===== src/hdl/iap_pkg.sv =====
// Package for the integer ALU with power unit: codes, types and shared constants.
package iap_pkg;

  // Default operand width
  localparam int WIDTH_DEF = 32;

  // Multiplier digit: bits of the multiplier consumed per step
  localparam int MUL_DIGIT = 8;

  // Operation codes
  localparam logic [2:0] MODE_NONE = 3'd0;
  localparam logic [2:0] MODE_ADD  = 3'd1;
  localparam logic [2:0] MODE_SUB  = 3'd2;
  localparam logic [2:0] MODE_MUL  = 3'd3;
  localparam logic [2:0] MODE_DIV  = 3'd4;
  localparam logic [2:0] MODE_POW  = 3'd5;

  // Result status codes
  localparam logic [1:0] ST_OK       = 2'd0;
  localparam logic [1:0] ST_NEG_EXP  = 2'd1;
  localparam logic [1:0] ST_DIV_ZERO = 2'd2;

  // Controller states
  typedef enum logic [3:0] {
    S_IDLE,
    S_DECODE,
    S_MUL,
    S_MUL_END,
    S_DIV,
    S_DIV_END,
    S_POW_CHECK,
    S_POW_MUL,
    S_POW_UPD,
    S_DONE
  } state_t;

  // Datapath operations
  typedef enum logic [3:0] {
    DP_NOP,
    DP_CAPTURE,
    DP_QUICK,
    DP_MUL_STEP,
    DP_MUL_DONE,
    DP_DIV_STEP,
    DP_DIV_FIX,
    DP_POW_SETUP,
    DP_POW_UPD,
    DP_POW_DONE,
    DP_LOAD_OUT
  } dp_op_t;

  // Command from controller to datapath
  typedef struct packed {
    dp_op_t op;
  } dp_cmd_t;

  // Status from datapath to controller
  typedef struct packed {
    logic need_mul;
    logic need_div;
    logic need_pow;
    logic mul_last;
    logic div_last;
    logic expo_zero;
  } dp_status_t;

endpackage


===== src/hdl/iap_dp.sv =====
// Datapath: operand registers, digit-serial multiplier lanes, restoring divider, output word.
module iap_dp #(
  parameter int WIDTH = iap_pkg::WIDTH_DEF
) (
  input  logic                    clk,
  input  iap_pkg::dp_cmd_t        cmd,
  output iap_pkg::dp_status_t     st,
  input  logic [2:0]              in_mode,
  input  logic signed [WIDTH-1:0] in_lhs,
  input  logic signed [WIDTH-1:0] in_rhs,
  output logic signed [WIDTH-1:0] out_value,
  output logic [1:0]              out_status
);

  localparam int DIG   = iap_pkg::MUL_DIGIT;
  localparam int STEPS = (WIDTH + DIG - 1) / DIG;
  localparam int CNT_W = $clog2(WIDTH);

  // Operands
  logic [2:0]       mode_r, mode_nxt;
  logic [WIDTH-1:0] lhs_r, lhs_nxt;
  logic [WIDTH-1:0] rhs_r, rhs_nxt;

  // Multiplier lanes: lane 0 is the product, lane 1 the squaring of the base
  logic [WIDTH-1:0] ma0_r, ma0_nxt, mb0_r, mb0_nxt, prod0_r, prod0_nxt;
  logic [WIDTH-1:0] ma1_r, ma1_nxt, mb1_r, mb1_nxt, prod1_r, prod1_nxt;

  // Power state
  logic [WIDTH-1:0] acc_r, acc_nxt, base_r, base_nxt, expo_r, expo_nxt;

  // Divider state
  logic [WIDTH-1:0] dq_r, dq_nxt, dv_r, dv_nxt, rem_r, rem_nxt;
  logic             neg_r, neg_nxt;

  // Shared step counter
  logic [CNT_W-1:0] cnt_r, cnt_nxt;

  // Result and output word
  logic [WIDTH-1:0] res_r, res_nxt;
  logic [1:0]       stat_r, stat_nxt;
  logic [WIDTH-1:0] out_value_r, out_value_nxt;
  logic [1:0]       out_status_r, out_status_nxt;

  // Combinational helpers
  logic [WIDTH+DIG-1:0] pp0, pp1;
  logic [WIDTH-1:0]     lhs_mag, rhs_mag;
  logic [WIDTH:0]       div_sh;
  logic [WIDTH:0]       div_diff;
  logic                 div_ge;

  // Partial products, one multiplier digit each
  assign pp0 = {{DIG{1'b0}}, ma0_r} * {{WIDTH{1'b0}}, mb0_r[DIG-1:0]};
  assign pp1 = {{DIG{1'b0}}, ma1_r} * {{WIDTH{1'b0}}, mb1_r[DIG-1:0]};

  // Magnitudes of the operands
  assign lhs_mag = lhs_r[WIDTH-1] ? (~lhs_r + 1'b1) : lhs_r;
  assign rhs_mag = rhs_r[WIDTH-1] ? (~rhs_r + 1'b1) : rhs_r;

  // Restoring division trial subtract
  assign div_sh   = {rem_r, dq_r[WIDTH-1]};
  assign div_ge   = div_sh >= {1'b0, dv_r};
  assign div_diff = div_sh - {1'b0, dv_r};

  // Status to the controller
  assign st.need_mul  = (mode_r == iap_pkg::MODE_MUL);
  assign st.need_div  = (mode_r == iap_pkg::MODE_DIV) && (rhs_r != '0);
  assign st.need_pow  = (mode_r == iap_pkg::MODE_POW) && !rhs_r[WIDTH-1];
  assign st.mul_last  = (cnt_r == CNT_W'(STEPS - 1));
  assign st.div_last  = (cnt_r == CNT_W'(WIDTH - 1));
  assign st.expo_zero = (expo_r == '0);

  // Next-state logic per command
  always_comb begin
    mode_nxt       = mode_r;
    lhs_nxt        = lhs_r;
    rhs_nxt        = rhs_r;
    ma0_nxt        = ma0_r;
    mb0_nxt        = mb0_r;
    prod0_nxt      = prod0_r;
    ma1_nxt        = ma1_r;
    mb1_nxt        = mb1_r;
    prod1_nxt      = prod1_r;
    acc_nxt        = acc_r;
    base_nxt       = base_r;
    expo_nxt       = expo_r;
    dq_nxt         = dq_r;
    dv_nxt         = dv_r;
    rem_nxt        = rem_r;
    neg_nxt        = neg_r;
    cnt_nxt        = cnt_r;
    res_nxt        = res_r;
    stat_nxt       = stat_r;
    out_value_nxt  = out_value_r;
    out_status_nxt = out_status_r;

    case (cmd.op)
      iap_pkg::DP_CAPTURE: begin
        mode_nxt = in_mode;
        lhs_nxt  = in_lhs;
        rhs_nxt  = in_rhs;
      end

      // Results of add, subtract and the error cases, plus setup of every iterative unit
      iap_pkg::DP_QUICK: begin
        stat_nxt = iap_pkg::ST_OK;
        case (mode_r)
          iap_pkg::MODE_ADD: res_nxt = lhs_r + rhs_r;
          iap_pkg::MODE_SUB: res_nxt = lhs_r - rhs_r;
          iap_pkg::MODE_DIV: begin
            res_nxt = lhs_r;
            if (rhs_r == '0) begin
              res_nxt  = '0;
              stat_nxt = iap_pkg::ST_DIV_ZERO;
            end
          end
          iap_pkg::MODE_POW: begin
            res_nxt = lhs_r;
            if (rhs_r[WIDTH-1]) begin
              res_nxt  = '0;
              stat_nxt = iap_pkg::ST_NEG_EXP;
            end
          end
          default: res_nxt = lhs_r;
        endcase
        ma0_nxt   = lhs_r;
        mb0_nxt   = rhs_r;
        prod0_nxt = '0;
        acc_nxt   = WIDTH'(1);
        base_nxt  = lhs_r;
        expo_nxt  = rhs_r;
        dq_nxt    = lhs_mag;
        dv_nxt    = rhs_mag;
        rem_nxt   = '0;
        neg_nxt   = lhs_r[WIDTH-1] ^ rhs_r[WIDTH-1];
        cnt_nxt   = '0;
      end

      // One digit on both lanes
      iap_pkg::DP_MUL_STEP: begin
        prod0_nxt = prod0_r + pp0[WIDTH-1:0];
        prod1_nxt = prod1_r + pp1[WIDTH-1:0];
        ma0_nxt   = ma0_r << DIG;
        ma1_nxt   = ma1_r << DIG;
        mb0_nxt   = mb0_r >> DIG;
        mb1_nxt   = mb1_r >> DIG;
        cnt_nxt   = cnt_r + 1'b1;
      end

      iap_pkg::DP_MUL_DONE: res_nxt = prod0_r;

      // One quotient bit
      iap_pkg::DP_DIV_STEP: begin
        if (div_ge) begin
          rem_nxt = div_diff[WIDTH-1:0];
          dq_nxt  = {dq_r[WIDTH-2:0], 1'b1};
        end else begin
          rem_nxt = div_sh[WIDTH-1:0];
          dq_nxt  = {dq_r[WIDTH-2:0], 1'b0};
        end
        cnt_nxt = cnt_r + 1'b1;
      end

      iap_pkg::DP_DIV_FIX: res_nxt = neg_r ? (~dq_r + 1'b1) : dq_r;

      // Load both lanes for acc*base and base*base
      iap_pkg::DP_POW_SETUP: begin
        ma0_nxt   = acc_r;
        mb0_nxt   = base_r;
        ma1_nxt   = base_r;
        mb1_nxt   = base_r;
        prod0_nxt = '0;
        prod1_nxt = '0;
        cnt_nxt   = '0;
      end

      iap_pkg::DP_POW_UPD: begin
        if (expo_r[0]) begin
          acc_nxt = prod0_r;
        end
        base_nxt = prod1_r;
        expo_nxt = expo_r >> 1;
      end

      iap_pkg::DP_POW_DONE: res_nxt = acc_r;

      iap_pkg::DP_LOAD_OUT: begin
        out_value_nxt  = res_r;
        out_status_nxt = stat_r;
      end

      default: ;
    endcase
  end

  // Datapath registers
  always_ff @(posedge clk) begin
    mode_r       <= mode_nxt;
    lhs_r        <= lhs_nxt;
    rhs_r        <= rhs_nxt;
    ma0_r        <= ma0_nxt;
    mb0_r        <= mb0_nxt;
    prod0_r      <= prod0_nxt;
    ma1_r        <= ma1_nxt;
    mb1_r        <= mb1_nxt;
    prod1_r      <= prod1_nxt;
    acc_r        <= acc_nxt;
    base_r       <= base_nxt;
    expo_r       <= expo_nxt;
    dq_r         <= dq_nxt;
    dv_r         <= dv_nxt;
    rem_r        <= rem_nxt;
    neg_r        <= neg_nxt;
    cnt_r        <= cnt_nxt;
    res_r        <= res_nxt;
    stat_r       <= stat_nxt;
    out_value_r  <= out_value_nxt;
    out_status_r <= out_status_nxt;
  end

  assign out_value  = out_value_r;
  assign out_status = out_status_r;

endmodule


===== src/hdl/iap_ctrl.sv =====
// Controller: sequences one operation at a time and owns the handshakes.
module iap_ctrl (
  input  logic                clk,
  input  logic                rst_n,
  input  logic                in_valid,
  output logic                in_ready,
  output logic                out_valid,
  input  logic                out_ready,
  input  iap_pkg::dp_status_t st,
  output iap_pkg::dp_cmd_t    cmd
);

  iap_pkg::state_t state_r, state_nxt;
  logic            out_valid_r, out_valid_nxt;
  logic            out_free;

  assign out_free = !out_valid_r || out_ready;

  // State and output-valid registers
  always_ff @(posedge clk) begin
    if (!rst_n) begin
      state_r     <= iap_pkg::S_IDLE;
      out_valid_r <= 1'b0;
    end else begin
      state_r     <= state_nxt;
      out_valid_r <= out_valid_nxt;
    end
  end

  // Next state and commands
  always_comb begin
    state_nxt     = state_r;
    cmd.op        = iap_pkg::DP_NOP;
    in_ready      = 1'b0;
    out_valid_nxt = out_valid_r && !out_ready;

    case (state_r)
      iap_pkg::S_IDLE: begin
        in_ready = 1'b1;
        if (in_valid) begin
          cmd.op    = iap_pkg::DP_CAPTURE;
          state_nxt = iap_pkg::S_DECODE;
        end
      end

      iap_pkg::S_DECODE: begin
        cmd.op = iap_pkg::DP_QUICK;
        if (st.need_mul) begin
          state_nxt = iap_pkg::S_MUL;
        end else if (st.need_div) begin
          state_nxt = iap_pkg::S_DIV;
        end else if (st.need_pow) begin
          state_nxt = iap_pkg::S_POW_CHECK;
        end else begin
          state_nxt = iap_pkg::S_DONE;
        end
      end

      iap_pkg::S_MUL: begin
        cmd.op = iap_pkg::DP_MUL_STEP;
        if (st.mul_last) begin
          state_nxt = iap_pkg::S_MUL_END;
        end
      end

      iap_pkg::S_MUL_END: begin
        cmd.op    = iap_pkg::DP_MUL_DONE;
        state_nxt = iap_pkg::S_DONE;
      end

      iap_pkg::S_DIV: begin
        cmd.op = iap_pkg::DP_DIV_STEP;
        if (st.div_last) begin
          state_nxt = iap_pkg::S_DIV_END;
        end
      end

      iap_pkg::S_DIV_END: begin
        cmd.op    = iap_pkg::DP_DIV_FIX;
        state_nxt = iap_pkg::S_DONE;
      end

      // Stop once the exponent has no bits left
      iap_pkg::S_POW_CHECK: begin
        if (st.expo_zero) begin
          cmd.op    = iap_pkg::DP_POW_DONE;
          state_nxt = iap_pkg::S_DONE;
        end else begin
          cmd.op    = iap_pkg::DP_POW_SETUP;
          state_nxt = iap_pkg::S_POW_MUL;
        end
      end

      iap_pkg::S_POW_MUL: begin
        cmd.op = iap_pkg::DP_MUL_STEP;
        if (st.mul_last) begin
          state_nxt = iap_pkg::S_POW_UPD;
        end
      end

      iap_pkg::S_POW_UPD: begin
        cmd.op    = iap_pkg::DP_POW_UPD;
        state_nxt = iap_pkg::S_POW_CHECK;
      end

      // Hand the word to the output register once it is free
      iap_pkg::S_DONE: begin
        if (out_free) begin
          cmd.op        = iap_pkg::DP_LOAD_OUT;
          out_valid_nxt = 1'b1;
          state_nxt     = iap_pkg::S_IDLE;
        end
      end

      default: state_nxt = iap_pkg::S_IDLE;
    endcase
  end

  assign out_valid = out_valid_r;

`ifndef SYNTHESIS
  // An accepted word always goes to decode next
  a_accept_decode: assert property (@(posedge clk) disable iff (!rst_n)
    in_valid && in_ready |=> state_r == iap_pkg::S_DECODE)
    else $error("accepted word did not enter decode");

  // Finishing loads a valid result and returns to idle
  a_done_load: assert property (@(posedge clk) disable iff (!rst_n)
    state_r == iap_pkg::S_DONE && out_free |=> out_valid_r && state_r == iap_pkg::S_IDLE)
    else $error("result not delivered on finish");

  // At most one iterative unit is requested per operation
  a_one_unit: assert property (@(posedge clk) disable iff (!rst_n)
    state_r == iap_pkg::S_DECODE |-> $onehot0({st.need_mul, st.need_div, st.need_pow}))
    else $error("more than one unit requested");

  // Division keeps stepping until its last bit
  a_div_run: assert property (@(posedge clk) disable iff (!rst_n)
    state_r == iap_pkg::S_DIV && !st.div_last |=> state_r == iap_pkg::S_DIV)
    else $error("division left early");
`endif

endmodule


===== src/hdl/integer_alu_with_power_unit.sv =====
// Top level of the integer ALU with power unit: controller plus datapath.
// Accepts one word at a time {mode, lhs, rhs} and returns {value, status}; arithmetic wraps
// modulo 2^WIDTH. Add, subtract, pass-through and the error cases (divide by zero, negative
// exponent) are settled at decode and then wait only for the output register. Multiply uses
// a digit-serial multiplier of 8 bits per cycle. Divide is a restoring divider, one quotient
// bit per cycle, with a sign fix at the end. Power runs square-and-multiply; each exponent
// bit up to the highest set bit costs a setup, one pass of the two multiplier lanes and an
// update. A new word is accepted the cycle after the previous result enters the output
// register, while that result waits to be taken.
module integer_alu_with_power_unit #(
  parameter int WIDTH = iap_pkg::WIDTH_DEF
) (
  input  logic                    clk,
  input  logic                    rst_n,
  input  logic                    in_valid,
  output logic                    in_ready,
  input  logic [2:0]              in_mode,
  input  logic signed [WIDTH-1:0] in_lhs,
  input  logic signed [WIDTH-1:0] in_rhs,
  output logic                    out_valid,
  input  logic                    out_ready,
  output logic signed [WIDTH-1:0] out_value,
  output logic [1:0]              out_status
);

  iap_pkg::dp_cmd_t    cmd;
  iap_pkg::dp_status_t st;

  // Sequencer
  iap_ctrl u_ctrl (
    .clk       (clk),
    .rst_n     (rst_n),
    .in_valid  (in_valid),
    .in_ready  (in_ready),
    .out_valid (out_valid),
    .out_ready (out_ready),
    .st        (st),
    .cmd       (cmd)
  );

  // Arithmetic
  iap_dp #(
    .WIDTH (WIDTH)
  ) u_dp (
    .clk        (clk),
    .cmd        (cmd),
    .st         (st),
    .in_mode    (in_mode),
    .in_lhs     (in_lhs),
    .in_rhs     (in_rhs),
    .out_value  (out_value),
    .out_status (out_status)
  );

endmodule

===== config.mk =====
export PLATFORM = sky130hd
export DESIGN_NAME = integer_alu_with_power_unit
export DESIGN_NICKNAME = d
export VERILOG_FILES = /design/src/hdl/iap_pkg.sv /design/src/hdl/iap_dp.sv /design/src/hdl/iap_ctrl.sv /design/src/hdl/integer_alu_with_power_unit.sv
export SDC_FILE = /design/constraint.sdc
export NUM_CORES = 2
export LEC_CHECK = 0
export BUFFER_PORTS_ARGS = -buffer_cell sky130_fd_sc_hd__buf_2
export CAP_MARGIN = 15
export CORE_ASPECT_RATIO = 1.5
export CORE_MARGIN = 1
export CORE_UTILIZATION = 55
export DETAILED_ROUTE_END_ITERATION = 8
export PLACE_DENSITY = 0.69
export SLEW_MARGIN = 30
export SYNTH_ARGS = -nofsm -noshare
export SYNTH_HDL_FRONTEND = slang
export SYNTH_SLANG_ARGS = --single-unit

===== constraint.sdc =====
create_clock -name clk -period 11.6 [get_ports clk]
set_input_delay 0.58 -clock clk [delete_from_list [all_inputs] [get_ports clk]]
set_output_delay 0.58 -clock clk [all_outputs]
set_load 0.01 [all_outputs]

-- After elaboration in Yosys (flattened, before gate mapping)
Cells that the tools add are included.
Widths: inputs -> output; s select.
- input bits: 71
- logic and storage cells: 137
- register bits: 530
- output and inout port bits: 36
- magnitude comparators: 1
- reduce and logical (&&, ||, !) cells: 24
- equal/unequal tests: 32
- multiply operators: 2
- bitwise operators: 4
- add/sub/neg operators: 9
- mux-type cells: 41
- operator list (operator ; count):
    $pmux 32 s2 ; 9
    $pmux 32 s4 ; 2
    $mux 32 ; 6
    $pmux 32 s3 ; 2
    $add 32x1->32 const B ; 3
    $add 32x32->32 ; 3
    $not 32->32 ; 3
    $pmux 4 s9 ; 2
    $logic_not 32->1 ; 2
    $mul 32x8->32 ; 2
    $sub 32x32->32 ; 2
    $mux 4 ; 10
    $ge 33x32->1 ; 1
    $eq 4x3->1 const B ; 8
    $reduce_bool 32->1 ; 1
    $mux 31 ; 1
    $eq 4x4->1 const B ; 5
    $eq 4x2->1 const B ; 4
    $pmux 5 s2 ; 1
    $reduce_bool 2->1 ; 5
    $eq 4x1->1 const B ; 2
    $ne 2x2->1 const B ; 4
    $reduce_or 2->1 ; 4
    $eq 3x2->1 const B ; 2
    other kinds (18) ; 29

-- Longest topological paths before layout
- word-level depth: 7
- mapped depth: 22
- depth with buffers taken out: 21

-- Modules after synthesis
From an unflattened synthesis, not the netlist that was laid out.
- cell total of the unflattened synthesis: 4061
- area total of the unflattened synthesis: 41841.4 µm²
- by module, submodules not included (module ; seq. area each (µm²) ; area an instance (µm²) ; cells each ; instances):
    iap_dp ; 15765.1 ; 41285.8 ; 3990 ; 1
    iap_ctrl ; 100.1 ; 555.5 ; 71 ; 1

-- Worst setup path after synthesis
Ideal clock, no wire load.
- path kind: register to register
- start: register u_dp.mb1_r[3]
- end: register u_dp.prod1_r[28] (data pin)
- buffers on the path: 2
- cell stages (with the launch flop): 19
- setup time: 0.266 ns
- required time: 11.334 ns
- arrival time: 5.039 ns
- clock period less this slack: 5.305 ns
- slack: 6.295 ns
- path through: edfxtp_1 -> clkbuf_1 -> clkbuf_1 -> nand2_1 -> fa_1 -> fa_1 -> inv_1 -> fa_1 -> fa_1 -> ha_1 -> a2111o_1 -> a21oi_1 -> o32a_1 -> o211ai_1 -> a2111o_1 -> a31o_2 -> a21oi_1 -> xor2_1 -> nor2_1
- longest elaborated chain between the ends: 3
- RTL lines (what ; line ; RTL):
    start: declaration ; iap_dp.sv:26 ; logic [WIDTH-1:0] ma1_r, ma1_nxt, mb1_r, mb1_nxt, prod1_r, prod1_nxt;
    start signal: assignment ; iap_dp.sv:204 ; mb1_r <= mb1_nxt;
    $mul 32x8->32 ; iap_dp.sv:53 ; assign pp1 = {{DIG{1'b0}}, ma1_r} * {{WIDTH{1'b0}}, mb1_r[DIG-1:0]};
    $add 32x32->32 ; iap_dp.sv:141 ; prod1_nxt = prod1_r + pp1[WIDTH-1:0];
    $pmux 32 s2 ; iap_dp.sv:96 ; case (cmd.op)
    end signal: assignment ; iap_dp.sv:205 ; prod1_r <= prod1_nxt;
    end: declaration ; iap_dp.sv:26 ;
No other way between the ends.
A chain may end at the register's enable or synchronous reset.

-- Worst setup path after layout
- start: register u_dp.mb1_r[5]
- end: register u_dp.prod1_r[28] (data pin)
Same word-level chain as after synthesis.

==> results.toml <==
[outcome]
status = "completed"

[critical_path]
path_buf_inv = 1
crit_path_end_kind = "register"
path_max_fanout = 27
critPathRequiredTime_ns = 11.96
start_kind = "register"
path_common_cell = "fa_1"
critPathMaxStageDelay_ns = 1.03
critPathLaunch = "u_dp.mb1_r[5]$_DFFE_PN_"
cpMaxStageDelayCell = "edfxtp_1"
path_class = "register to register"
r2r_start = "u_dp.mb1_r[5]$_DFFE_PN_"
crit_chain = "nand2_1 -> fa_1 -> fa_1 -> inv_1 -> fa_1 -> fa_1 -> ha_1 -> o21ai_0 -> nand2b_1 -> a21oi_1 -> o32a_1 -> o211ai_1 -> a2111o_1 -> a31o_2 -> a21oi_1 -> xor2_1 -> nor2_1"
cp_top_family = "adder cells"
arrival_ns = 6.54

[synthesis]
synth_cell_types = 71
postSynthAreaPerCell_um2 = 10.16
ys_seq_area_frac = 0.3851
synth_area_um2 = 41200
synth_flop_cell = "edfxtp_1"
synthCells = 4054
synth_xor_area_frac = 0.04975
synth_top_family_by_area = "adder cells"
syn-num-nets = 4650
ys_seq_elements = 530
synth_edf_count = 525
synthMuxAreaShare = 0.002703
synthArstFlopShare = 0
synth_warnings = 0
synth_compound_area_frac = 0.1099
synthAdderAreaFrac = 0.2276
synthSimpleGateAreaFrac = 0.1563

[timing]
fin_crit_ns = 6.178
period_share = 0.5326
rsz0062_at_grt = "no"
hold_viol = 0
max_freq_mhz = 161.9
max_slew.worst_pin.slew_ns = 1.050
setup_viol = 0
finalSetupTns_ns = 0
slew_headroom = 0.2997
report.final.slew_viol_count = 0
fin_skew_ns = 0.03065

[cells_and_area]
fin_nets = 4672
drive_above_1_share = 0.06506
layout_common_cells = "inv_1 (567), nand2_1 (552), edfxtp_1 (525)"
syn_to_final_growth_pct = 7.896
num-fill-cells = 6328
final_common_cell = "inv_1"

[die]
die_h_um = 337.2
io-pin-count = 107
rows = 122
core_area_um2 = 73880
initial_utilization = 0.5576
die_area_um2 = 76030
die_w_um = 225.5

[placed_design]
io_buffers = 106
gp_congestion = 1.009
hpwl_mm = 86.86

[cts]
h-tree-depth = 2
ctsLongestPathBuffers = 3
numClockSinks = 530
cts_made_buffers = 53
clk_root_buffer_cell = "clkbuf_16"
postCtsSetupRepairBufs = 0
clock_latency_ns = 0.65
clkTransAtPathRegs_ns = 0.07
cts.repair.resized = 0
cts_tree = "yes"
ctsHoldBuffers = 0

[global_route]
grt_pass1_vias = 30959
antenna_found_initial = 5
grt_pass1_wl_mm = 179.1
grt_remaining_overflow = 0
track_usage = 0.3140
grt_max_degree = 89

[drt]
dr.pass1.iters = 8
drc = 0
vias_per_cell = 5.894
wl_per_cell_um = 22.54
vias = 30144
initialDrtViolationCount = 2562
ant_nets = 0
wl_mm = 115.3

[hold_path]
hp-class = "input pin to register"
min_from = "in_lhs[1]"

[run]
timing.max_cap.violations = 0
[cell usage after synthesis (13+ instances only)]
cell	n	area [um2]
inv_1	568	2132
nand2_1	556	2087
edfxtp_1	525	15770
fa_1	374	7487
and2_1	307	1921
nor2_1	212	795.8
clkbuf_1	174	653.1
o21ai_0	167	835.8
ha_1	151	1889
a21oi_1	134	670.6
xnor2_1	124	1086
xor2_1	110	963.4
a21o_1	86	645.6
a222oi_1	66	660.6
nor3_1	40	200.2
nand2b_1	37	231.5
nand3_1	34	170.2
o31ai_1	27	202.7
nor2b_1	22	137.6
a31oi_1	21	131.4
and3_1	21	131.4
nor4_1	20	125.1
o21a_1	18	135.1
or3_1	18	112.6
nand4_1	17	106.4
a221oi_1	15	131.4
or4_1	15	112.6
o41ai_1	13	113.9
[stage by stage]
stage | util | worst slack [ns] | instances | hold slack [ns] | instance area [um2]
floorplan | - | 6.295 | 4054 | 0.4003 | 41200
global route | 0.6016 | 5.214 | 5112 | 0.08720 | 44450
global placement | 0.5767 | 5.250 | 5001 | 0.4028 | 42600
detailed placement | 0.5775 | 5.411 | 5005 | 0.4054 | 42670
CTS | 0.6003 | 5.362 | 5103 | 0.08071 | 44350
finish | 0.6017 | 5.422 | 5114 | 0.1066 | 44450
[kinds of logic (layout without fill, tap and decap cells)]
logic type                 count (synthesis)  in the layout
AOI/OAI and AO/OA                        665            665
and+or+nand+nor                         1337           1337
buffers and inverters                    752            817
other                                      0              3
adders and majority gates                525            525
muxes                                     11             11
DFF                                      530            530
xor gates and xnor gates                 234            234
[layout make-up]
class,instances,area [um2],area share
repair buffers,151,925.9,0.02083
diodes,3,7.507,0.0001689
clock buffers,61,1378,0.03099
inverters,568,2135,0.04802
multi-input cells,2772,22590,0.5083
clock inverters,37,306.5,0.006896
well taps,992,1241,0.02792
flip-flops and latches,530,15870,0.3569
[per-layer routing]
layer,GRT usage,wire length (um),vias to the layer above
met5,0,16,-
met3,0.04641,7687,294
met4,0.1598,6358,2
met2,0.5498,58570,1195
met1,0.3750,42660,15006
li1,-,-,13647
[path summary, 6_finish.rpt]
check                                                 endpoint  slack [ns]  cells after the start
worst max-delay path            u_dp.prod1_r[28]$_SDFFCE_PN0N_        5.42                     17
worst min-delay path                   u_dp.lhs_r[1]$_DFFE_PN_        0.11                      1
worst min register to register    u_dp.out_value[12]$_DFFE_PN_        0.42                      0
worst max register to register  u_dp.prod1_r[28]$_SDFFCE_PN0N_        5.42                     17
[worst register-to-register path, cell delays in order (launching register included)]
cell,delay [ns]
edfxtp_1,1.03
nand2_1,0.19
fa_1,0.53
fa_1,0.50
inv_1,0.06
fa_1,0.51
fa_1,0.50
ha_1,0.35
o21ai_0,0.22
nand2b_1,0.08
a21oi_1,0.30
o32a_1,0.33
o211ai_1,0.20
a2111o_1,0.47
a31o_2,0.26
a21oi_1,0.17
xor2_1,0.15
nor2_1,0.05
Power is not shown: default switching activity piles up to over one toggle a cycle in this logic, so the estimate is an artifact.
